--- src/hw/rtl/video_controller_bus_and_line_timing_macros.svh ---
// assertion macros, clocked on aclk and held off during reset
`ifndef VIDEO_CONTROLLER_BUS_AND_LINE_TIMING_MACROS_SVH
`define VIDEO_CONTROLLER_BUS_AND_LINE_TIMING_MACROS_SVH

`define VCBLT_ASSERT_SAME(name, ante, cons, msg) \
    name: assert property (@(posedge aclk) disable iff (!aresetn) (ante) |-> (cons)) \
        else $error(msg);

`define VCBLT_ASSERT_NEXT(name, ante, cons, msg) \
    name: assert property (@(posedge aclk) disable iff (!aresetn) (ante) |=> (cons)) \
        else $error(msg);

`endif

--- src/hw/rtl/vcblt_pkg.sv ---
package vcblt_pkg;

    localparam int VRAM_WORDS_DEF  = 32768;
    localparam int LAST_LINE_DEF   = 261;
    localparam int VBLANK_LINE_DEF = 256;

    localparam logic [1:0] REQ_READ  = 2'd0;
    localparam logic [1:0] REQ_WRITE = 2'd1;
    localparam logic [1:0] REQ_TICK  = 2'd2;

    localparam logic [1:0] PORT_CTRL = 2'd0;
    localparam logic [1:0] PORT_NONE = 2'd1;
    localparam logic [1:0] PORT_LOW  = 2'd2;
    localparam logic [1:0] PORT_HIGH = 2'd3;

    localparam logic [4:0] REG_WADDR  = 5'd0;
    localparam logic [4:0] REG_RADDR  = 5'd1;
    localparam logic [4:0] REG_DATA   = 5'd2;
    localparam logic [4:0] REG_CTRL   = 5'd5;
    localparam logic [4:0] REG_RASTER = 5'd6;

    localparam logic [7:0]  FLAG_RASTER   = 8'h04;
    localparam logic [7:0]  FLAG_VBLANK   = 8'h20;
    localparam logic [15:0] RASTER_OFFSET = 16'd64;

    // reciprocal divide of a 15-bit address by the memory depth
    localparam int RECIP_SHIFT = 30;
    localparam int QUOT_W      = 7;

    typedef struct packed {
        logic [1:0] req_type;
        logic [1:0] port;
        logic [7:0] write_data;
    } item_t;

    typedef struct packed {
        logic       irq;
        logic [7:0] read_data;
    } result_t;

    typedef enum logic [2:0] {
        ST_IDLE = 3'b001,
        ST_READ = 3'b010,
        ST_EXEC = 3'b100
    } state_t;

    function automatic logic [15:0] addr_step(input logic [1:0] code);
        logic [15:0] s;
        case (code)
            2'd0:    s = 16'd1;
            2'd1:    s = 16'd32;
            2'd2:    s = 16'd64;
            default: s = 16'd128;
        endcase
        return s;
    endfunction

    function automatic logic [15:0] set_byte(input logic [15:0] w, input logic high,
                                             input logic [7:0] b);
        return high ? {b, w[7:0]} : {w[15:8], b};
    endfunction

endpackage

--- src/hw/rtl/vcblt_regs.sv ---
module vcblt_regs import vcblt_pkg::*; #(
    parameter int VRAM_WORDS  = VRAM_WORDS_DEF,
    parameter int LAST_LINE   = LAST_LINE_DEF,
    parameter int VBLANK_LINE = VBLANK_LINE_DEF,
    localparam int AW = $clog2(VRAM_WORDS)
) (
    input  logic          aclk,
    input  logic          aresetn,
    input  logic          acc,
    input  item_t         acc_item,
    input  item_t         item,
    input  logic          rd_phase,
    input  logic          exec,
    output logic          rd_en,
    output logic [AW-1:0] rd_idx,
    input  logic [15:0]   rd_data,
    output logic          wr_en,
    output logic [AW-1:0] wr_idx,
    output logic [15:0]   wr_data,
    output result_t       result
);

    localparam longint RECIP_L = ((64'sd1 <<< RECIP_SHIFT) + VRAM_WORDS - 1) / VRAM_WORDS;
    localparam logic [21:0] RECIP = 22'(RECIP_L);

    logic [4:0]        sel_reg,    sel_next;
    logic [15:0]       waddr_reg,  waddr_next;
    logic [15:0]       raddr_reg,  raddr_next;
    logic [15:0]       ctrl_reg,   ctrl_next;
    logic [15:0]       raster_reg, raster_next;
    logic [7:0]        status_reg, status_next;
    logic [8:0]        line_reg,   line_next;
    logic [QUOT_W-1:0] quot_reg;
    logic [14:0]       masked_reg;
    logic [AW-1:0]     idx_reg;

    logic [14:0] sel_addr;
    logic [36:0] prod;
    logic [14:0] qn;
    logic [14:0] idx_full;
    logic        high;
    logic [7:0]  st;

    assign sel_addr = (acc_item.req_type == REQ_READ) ? raddr_reg[14:0] : waddr_reg[14:0];
    assign prod     = 37'(sel_addr) * 37'(RECIP);
    assign qn       = 15'(32'(quot_reg) * VRAM_WORDS);
    assign idx_full = masked_reg - qn;

    assign rd_en  = rd_phase;
    assign rd_idx = idx_full[AW-1:0];
    assign wr_idx = idx_reg;
    assign high   = (item.port == PORT_HIGH);

    always_ff @(posedge aclk) begin
        if (acc) begin
            quot_reg   <= prod[RECIP_SHIFT +: QUOT_W];
            masked_reg <= sel_addr;
        end
        if (rd_phase) begin
            idx_reg <= idx_full[AW-1:0];
        end
    end

    always_comb begin
        sel_next    = sel_reg;
        waddr_next  = waddr_reg;
        raddr_next  = raddr_reg;
        ctrl_next   = ctrl_reg;
        raster_next = raster_reg;
        status_next = status_reg;
        line_next   = line_reg;
        wr_en       = 1'b0;
        wr_data     = set_byte(rd_data, high, item.write_data);
        result      = '0;
        st          = status_reg;
        case (item.req_type)
            REQ_READ: begin
                if (item.port == PORT_CTRL) begin
                    result.read_data = status_reg;
                    status_next      = status_reg & ~(FLAG_RASTER | FLAG_VBLANK);
                end else if (item.port != PORT_NONE && sel_reg == REG_DATA) begin
                    if (high) begin
                        result.read_data = rd_data[15:8];
                        raddr_next       = raddr_reg + 16'd1;
                    end else begin
                        result.read_data = rd_data[7:0];
                    end
                end
            end
            REQ_WRITE: begin
                if (item.port == PORT_CTRL) begin
                    sel_next = item.write_data[4:0];
                end else if (item.port != PORT_NONE) begin
                    case (sel_reg)
                        REG_WADDR:  waddr_next  = set_byte(waddr_reg, high, item.write_data);
                        REG_RADDR:  raddr_next  = set_byte(raddr_reg, high, item.write_data);
                        REG_DATA: begin
                            wr_en = exec;
                            if (high) begin
                                waddr_next = waddr_reg + addr_step(ctrl_reg[12:11]);
                            end
                        end
                        REG_CTRL:   ctrl_next   = set_byte(ctrl_reg, high, item.write_data);
                        REG_RASTER: raster_next = set_byte(raster_reg, high, item.write_data);
                        default: ;
                    endcase
                end
            end
            REQ_TICK: begin
                if (16'(line_reg) + RASTER_OFFSET == raster_reg) begin
                    st = status_reg | FLAG_RASTER;
                end else begin
                    st = status_reg & ~FLAG_RASTER;
                end
                if (line_reg == 9'(VBLANK_LINE)) begin
                    st = st | FLAG_VBLANK;
                end
                status_next = st;
                line_next   = (line_reg == 9'(LAST_LINE)) ? 9'd0 : line_reg + 9'd1;
                result.irq  = (ctrl_reg[3] && (st & FLAG_VBLANK) != 8'd0) ||
                              (ctrl_reg[2] && (st & FLAG_RASTER) != 8'd0);
            end
            default: ;
        endcase
    end

    always_ff @(posedge aclk) begin
        if (!aresetn) begin
            sel_reg    <= '0;
            waddr_reg  <= '0;
            raddr_reg  <= '0;
            ctrl_reg   <= '0;
            raster_reg <= '0;
            status_reg <= '0;
            line_reg   <= '0;
        end else if (exec) begin
            sel_reg    <= sel_next;
            waddr_reg  <= waddr_next;
            raddr_reg  <= raddr_next;
            ctrl_reg   <= ctrl_next;
            raster_reg <= raster_next;
            status_reg <= status_next;
            line_reg   <= line_next;
        end
    end

endmodule
--- config.mk ---
export PLATFORM = sky130hd
export DESIGN_NAME = vcblt_regs
export DESIGN_NICKNAME = d
export VERILOG_FILES = /design/src/hw/rtl/video_controller_bus_and_line_timing_macros.svh /design/src/hw/rtl/vcblt_pkg.sv /design/src/hw/rtl/vcblt_regs.sv
export SDC_FILE = /design/constraint.sdc
export NUM_CORES = 1
export LEC_CHECK = 0
export BUFFER_PORTS_ARGS = -buffer_cell sky130_fd_sc_hd__buf_2
export CORE_MARGIN = 4
export CORE_UTILIZATION = 44
export CTS_BUF_LIST = sky130_fd_sc_hd__clkbuf_16
export DETAILED_ROUTE_END_ITERATION = 6
export PLACE_DENSITY = 0.73
export SYNTH_ARGS = -nofsm -noshare
export SYNTH_HDL_FRONTEND = slang
export SYNTH_SLANG_ARGS = --single-unit
--- constraint.sdc ---
create_clock -name aclk -period 5.9 [get_ports aclk]
set_input_delay 1.77 -clock aclk [delete_from_list [all_inputs] [get_ports aclk]]
set_output_delay 1.77 -clock aclk [all_outputs]
set_load 0.02 [all_outputs]
# Word level (Yosys, flattened, before mapping)
# Index checks and enable logic that the tools add are counted.
word_totals:
  wordCells: 103
  register_bits: 109
  input_bits: 45
op_classes:
  mux: 33
  eq_ne: 25
  addsub: 4
  bitwise_logic: 3
  reduce_logical: 24
ops:
  columns: ["op", "n"]
  rows:
  - ["16-bit 2-to-1 mux", 14]
  - ["16-bit one-hot mux with 2 select lines", 2]
  - ["8-bit 2-to-1 mux", 5]
  - ["8-bit one-hot mux with 3 select lines", 1]
  - ["6-bit AND reduction", 4]
  - ["2-bit != test (second input constant)", 11]
  - ["9-bit equality test (second input constant)", 2]
  - ["9-bit AND reduction", 2]
  - ["16-bit by 1-bit adder with 16-bit output (second input constant)", 1]
  - ["16-bit adder", 1]
  - ["10-bit by 16-bit equality test with 1-bit output", 1]
  - ["8-bit one-hot mux with 2 select lines", 1]
  - ["15-bit 2-to-1 mux", 1]
  - ["7-bit AND reduction", 2]
  - ["6-bit 2-to-1 mux", 2]
  - ["9-bit by 7-bit adder with 10-bit output (second input constant)", 1]
  - ["5-bit by 3-bit equality test with 1-bit output (second input constant)", 2]
  - ["9-bit by 1-bit adder with 9-bit output (second input constant)", 1]
  - ["9-bit 2-to-1 mux", 1]
  - ["3-bit AND reduction", 3]
  - ["2-bit zero test", 4]
  - ["2-bit equality test (second input constant)", 3]
  - ["2-bit nonzero test", 3]
  - ["5-bit by 1-bit equality test with 1-bit output (second input constant)", 1]
  - ["other kinds (10)", 20]

# Longest topological paths before layout
# Gate-level depths: netlist of run 1.
logic_depth:
  depth_word: 10
  mapped_depth: 7
  ltp_nobuf: 7

# Worst setup path after synthesis of run 1
# No wires, ideal clock.
synth_path:
  path_type: "input to output"
  startpoint: "in item[8] (netlist name)"
  endpoint: "out result[2] (netlist name)"
  path_buffers: 3
  stages: 6
  path_slack_ns: 1.038
  arrival_time_ns: 3.092
  required_ns: 4.130
  cell_sequence: "ha_1 > buf_2 > buf_2 > buf_2 > mux2i_1 > o21ai_0"
synth_lines:
  columns: ["item", "line_no", "source"]
  rows:
  - ["from (decl)", "vcblt_regs.sv:11", "input item_t item,"]
  - ["to (decl)", "vcblt_regs.sv:20", "output result_t result"]

==> flow_metrics.env, run 1 <==
export IMPL_relSlewSlack_pct=42.30
export IMPL_min_period_ps=5066
export IMPL_antenna_found_initial=0
export IMPL_power_frac_seq_pct=48.6
export IMPL_vdd_ir_drop_max_mv=0.1264
export IMPL_netlist_instances=579
export IMPL_report_final_slew_viol_count=0
export IMPL_rrSetupSlack_ps=3460
export IMPL_dieArea_um2=14270
export IMPL_vias_per_cell=5.771
export IMPL_grt_pass1_vias=4526
export IMPL_rsz0062_at_grt="no"
export IMPL_synth_cell_types=65
export IMPL_cp_end_kind="primary output"
export IMPL_cts_tree="built"
export IMPL_slowest_delay_ps=350
export IMPL_p_switching_mw=0.3695
export IMPL_critPathBufInv=3
export IMPL_start_util_pct=45.31
export IMPL_fin_nets=711
export IMPL_start_kind="input pin"
export IMPL_status="complete, no violations"
export IMPL_path_cells="buf_2 -> inv_1 -> ha_1 -> nor2_1 -> nand3_1 -> o21ai_0 -> buf_2"
export IMPL_num_fill_cells=1095
export IMPL_cp_top_family="simple AND/OR/NAND/NOR gates"
export IMPL_skew_ps=8.314
export IMPL_pwr_share_comb_pct=10.5
export IMPL_fin_crit_sh_pct=85.86
export IMPL_synth_edf_count=30
export IMPL_io_buffers=91
export IMPL_overflow=0
export IMPL_n_antenna_cell=0
export IMPL_num_vias=4761
export IMPL_required_ps=4130
export IMPL_die_h_um=119.5
export IMPL_drt_wl_total_um=14310
export IMPL_setup_worst_path_start="item[8]"
export IMPL_wl_per_cell_um=17.34
export IMPL_drc_errors=0
export IMPL_clock_path_buffers=2
export IMPL_p_per_area_nw_per_um2=230.0
export IMPL_switching_share_pct=25.60
export IMPL_cts_setup_buffers=0
export IMPL_path_max_fanout=8
export IMPL_ys_seq_area_share_pct=40.66
export IMPL_maxCapViolCount=0
export IMPL_drt_iter0_drc=331
export IMPL_fmax_ghz=0.1974
export IMPL_utilization_pct=52.04
export IMPL_async_reset_ff_share_pct=0
export IMPL_p_int_mw=1.074
export IMPL_grt_pass1_wl_um=23140
export IMPL_htreeDepth=3
export IMPL_setup_viol=0
export IMPL_grt_max_degree=48
export IMPL_clk_latency_ps=350
export IMPL_die_width_um=119.5
export IMPL_synth_avg_cell_area_um2=9.439
export IMPL_antenna_left=0
export IMPL_synth_flop_cell="dfxtp_1"
export IMPL_hp_class="flip-flop to flip-flop"
export IMPL_yosys_warnings=0
export IMPL_root_buffer="clkbuf_16"
export IMPL_synth_seq_cells=96
export IMPL_crit_slowest_cell="nand3_1"
export IMPL_setup_tns_ps=0
export IMPL_syn_to_final_growth_pct=14.86
export IMPL_worstMarginPinSlew_ps=864.2
export IMPL_globalplace_congestion=0.9373
export IMPL_firstDrtPassIters=5
export IMPL_synthesis_nets=638
export IMPL_min_delay_start="masked_reg[4]$_DFFE_PP_"
export IMPL_cpMostUsedCell="buf_2"
export IMPL_final_cell_mix="buf_2, dfxtp_1, nor2_1"
export IMPL_dp_hpwl_um=10460
export IMPL_globalRouteTotalUtil_pct=20.37
export IMPL_netlist_area_um2=5465
export IMPL_total_power_mw=1.444
export IMPL_hold_buffers=0
export IMPL_drive_gt1_share_pct=23.74
export IMPL_r2r_start="sel_reg[1]$_SDFFE_PN0P_"
export IMPL_leakagePower_nw=2.676
export IMPL_ctsResizeCount=0
export IMPL_rows=40
export IMPL_design_core_area_um2=12060
export IMPL_cts_buffers=9
export IMPL_critical_path_class="input pin to primary output"
export IMPL_hold_viol_final=0
export IMPL_clock_power_share_pct=40.9
export IMPL_arrival_ps=3300
export IMPL_cts_sinks=96
export IMPL_cts_reportedPaths_clkPinSlew_ps=70
export IMPL_largest_reg_flops=16
export IMPL_final_common_cell="buf_2"
export IMPL_design_portCount=102
==> metrics by stage <==
stage               area [um^2]  setup WS [ps]  hold slack [ps]  instances
global route               6277          744.9            450.9        825
detailed placement         5979          865.7            434.6        809
floorplan                  5465           1038            451.7        579
global placement           5979          933.8            426.7        809
finish                     6277          834.1            443.2        825
CTS                        6277          853.3            445.5        825
==> path summary, 6_finish.rpt <==
kind,endpoint,depth (start not counted)
setup / recovery,result[5],7
hold / removal,wr_idx[4]$_DFFE_PP_,0
setup reg to reg,waddr_reg[11]$_SDFFE_PN0P_,4
hold reg to reg,wr_idx[4]$_DFFE_PP_,0
==> cells in the mapped netlist, types with 4 or more instances <==
cell       n  share of area, %
nand2b_1  10               1.1
xnor2_1   12               1.9
o21a_1     4              0.55
a21oi_1   25               2.3
nor2_1    63               4.3
xor2_1     7               1.1
o31ai_1    4              0.55
nor3_1    18               1.6
nand4_1   17               1.9
and4_1     8               1.3
nor4_1    10               1.1
a211oi_1   6              0.82
nand3_1   12               1.1
a311oi_1   4              0.64
nor2b_1   12               1.4
o221a_2    4              0.82
dfxtp_1   66                24
ha_1      14               3.2
mux2_2    15               3.1
inv_1     20               1.4
mux2i_1   35               6.4
nand2_1   44               3.0
buf_2     16               1.5
edfxtp_1  30                16
clkbuf_1  10              0.69
and3_1    10               1.1
o21ai_0   30               2.7
==> power groups by stage <==
stage	registers, mW	logic [mW]	clock network, mW
2_1_floorplan	0.728	0.0813	0
3_3_place_gp	0.716	0.149	0
3_5_place_dp	0.716	0.151	0
4_1_cts	0.701	0.152	0.601
5_1_grt	0.703	0.165	0.630
6_report	0.701	0.152	0.590
==> layout make-up <==
class / count / area [um^2] / area share [%]
inverter: 21 / 78.83 / 1.256
timing repair buffer: 94 / 478.0 / 7.614
tap: 168 / 210.2 / 3.349
sequential: 96 / 2222 / 35.40
clock inverter: 7 / 72.57 / 1.156
multi-input combinational: 430 / 2990 / 47.64
clock buffer: 9 / 225.2 / 3.588
==> metal layers <==
layer  track usage (%)  vias up  part of all wire [%]
met5                 0        -                     0
li1                  -     2289                     -
met4             8.232        0                   2.1
met2             32.38      212                    46
met3             4.701       24                   8.7
met1             26.75     2236                    43
==> logic make-up (layout without fill, tap and decap cells) <==
family,after synthesis,in the layout,share of synthesized area [%]
and+or+nand+nor,231,231,23.26
AOI/OAI and AO/OA,116,116,15.71
DFF,96,96,40.66
buffers and inverters,53,131,4.624
muxes,50,50,9.501
xor gates and xnor gates,19,19,3.045
adders and majority gates,14,14,3.205
==> worst register-to-register path, cell delays in order, from the launching register on <==
cell and delay [ps]:
dfxtp_1 610, nor2b_1 600, nand2_1 500, nor3_1 460
a221oi_1 150
(Power assumes the default switching activity.)
==> run 2: changes to the inputs <==
--- a/config.mk
+++ b/config.mk
@@ -9,5 +9,4 @@
 export CORE_MARGIN = 4
 export CORE_UTILIZATION = 44
-export CTS_BUF_LIST = sky130_fd_sc_hd__clkbuf_16
 export DETAILED_ROUTE_END_ITERATION = 6
 export PLACE_DENSITY = 0.73
==> constraint.sdc (replaced) <==
create_clock -name aclk -period 5.9 [get_ports aclk]
set_input_delay 0.59 -clock aclk [delete_from_list [all_inputs] [get_ports aclk]]
set_output_delay 0.59 -clock aclk [all_outputs]
set_load 0.02 [all_outputs]
==> run 2 against run 1 <==
Against the previous run: flip-flop and latch count did not move; die area did not move; final cell count did not move; cell area rose by 0.40%; register-to-register slack improved by 20 ps; critical path type is now flip-flop to primary output; clock skew rose by 0.58 ps; critical path depth fell by 2; largest cell class unchanged.
==> flow_metrics.env, run 2 (same netlist as run 1, synthesis figures left out) <==
export IMPL_status="complete, no violations"
export IMPL_overflow=0
export IMPL_cp_end_kind="primary output"
export IMPL_pre_cts_slack_ps=2891
export IMPL_path_max_fanout=14
export IMPL_dp_hpwl_um=10480
export IMPL_rows=40
export IMPL_rsz0062_at_grt="no"
export IMPL_drive_gt1_share_pct=23.90
export IMPL_grt_max_degree=47
export IMPL_start_kind="flip-flop"
export IMPL_grt_pass1_vias=4501
export IMPL_clock_power_share_pct=42.3
export IMPL_clock_path_buffers=2
export IMPL_cts_setup_buffers=0
export IMPL_p_int_mw=1.085
export IMPL_p_switching_mw=0.3935
export IMPL_globalRouteTotalUtil_pct=19.99
export IMPL_leakagePower_nw=2.681
export IMPL_firstDrtPassIters=6
export IMPL_final_common_cell="buf_2"
export IMPL_postLayoutCellArea_um2=6302
export IMPL_report_final_slew_viol_count=0
export IMPL_largest_reg_flops=16
export IMPL_arrival_ps=2480
export IMPL_switching_share_pct=26.61
export IMPL_setup_tns_ps=0
export IMPL_dieArea_um2=14270
export IMPL_skew_ps=8.894
export IMPL_io_buffers=91
export IMPL_cts_reportedPaths_clkPinSlew_ps=70
export IMPL_hp_class="flip-flop to flip-flop"
export IMPL_drt_iter0_drc=343
export IMPL_ctsResizeCount=0
export IMPL_wl_per_cell_um=17.40
export IMPL_num_vias=4772
export IMPL_design_portCount=102
export IMPL_cts_sinks=96
export IMPL_pwr_share_comb_pct=10.3
export IMPL_stdcell_count=825
export IMPL_cts_tree="built"
export IMPL_die_h_um=119.5
export IMPL_maxCapViolCount=0
export IMPL_min_period_ps=3069
export IMPL_syn_to_final_growth_pct=15.32
export IMPL_worstMarginPinSlew_ps=1000
export IMPL_utilization_pct=52.25
export IMPL_dp_cells=809
export IMPL_antenna_left=0
export IMPL_hold_viol_final=0
export IMPL_fin_nets=711
export IMPL_drc_errors=0
export IMPL_root_buffer="clkbuf_16"
export IMPL_whs_ps=448.7
export IMPL_n_antenna_cell=0
export IMPL_vdd_ir_drop_max_mv=0.1318
export IMPL_setup_viol=0
export IMPL_dpl_cell_area_um2=5979
export IMPL_critical_path_class="flip-flop to primary output"
export IMPL_required_ps=5310
export IMPL_grt_pass1_wl_um=22910
export IMPL_relSlewSlack_pct=33.31
export IMPL_antenna_found_initial=0
export IMPL_htreeDepth=3
export IMPL_globalplace_congestion=0.9161
export IMPL_cts_buffers=9
export IMPL_clk_latency_ps=360
export IMPL_power_frac_seq_pct=47.4
export IMPL_vias_per_cell=5.784
export IMPL_start_util_pct=45.31
export IMPL_fin_crit_sh_pct=52.02
export IMPL_p_per_area_nw_per_um2=234.6
export IMPL_fmax_ghz=0.3258
export IMPL_die_width_um=119.5
export IMPL_final_cell_mix="buf_2, dfxtp_1, nor2_1"
export IMPL_hold_buffers=0
export IMPL_total_power_mw=1.479
export IMPL_design_core_area_um2=12060
export IMPL_drt_wl_total_um=14350
export IMPL_setup_slack_ps=2831
-- run 2: worst max-delay path: stages, from the launching register on --
cell      delay (ps)
dfxtp_1          590
nand2b_1         400
nor2_8           340
nand3_1          340
o21ai_0          250
buf_2            190
-- run 2: per-layer routing --
layer  wire (um)  vias up  track usage [%]
met5           0        -                0
met3        1155       24            3.799
li1            -     2284                -
met4         290        0            7.802
met1        6409     2248            26.76
met2        6499      216            31.92
-- run 2: final cells by class --
type	count	area [um^2]
fillers	1070	5759
multi-input cells	430	2990
flip-flops and latches	96	2222
repair buffers	94	478.0
clock buffers	9	225.2
well taps	168	210.2
clock inverters	7	97.59
inverters	21	78.83
-- run 2: worst paths after layout --
check / from / slack (ps) / depth (start not counted) / endpoint
setup / recovery: sel_reg[1]$_SDFFE_PN0P_ / 2830 / 5 / result[5]
hold / removal: masked_reg[4]$_DFFE_PP_ / 450 / 0 / wr_idx[4]$_DFFE_PP_
setup reg to reg: sel_reg[1]$_SDFFE_PN0P_ / 3480 / 4 / waddr_reg[11]$_SDFFE_PN0P_
hold reg to reg: masked_reg[4]$_DFFE_PP_ / 450 / 0 / wr_idx[4]$_DFFE_PP_
-- run 2: power by group through the flow --
stage	combinational (mW)	clock [mW]	sequential, mW
2_1_floorplan	0.0813	0	0.728
3_3_place_gp	0.149	0	0.716
3_5_place_dp	0.151	0	0.716
4_1_cts	0.152	0.635	0.701
5_1_grt	0.164	0.669	0.703
6_report	0.152	0.626	0.701
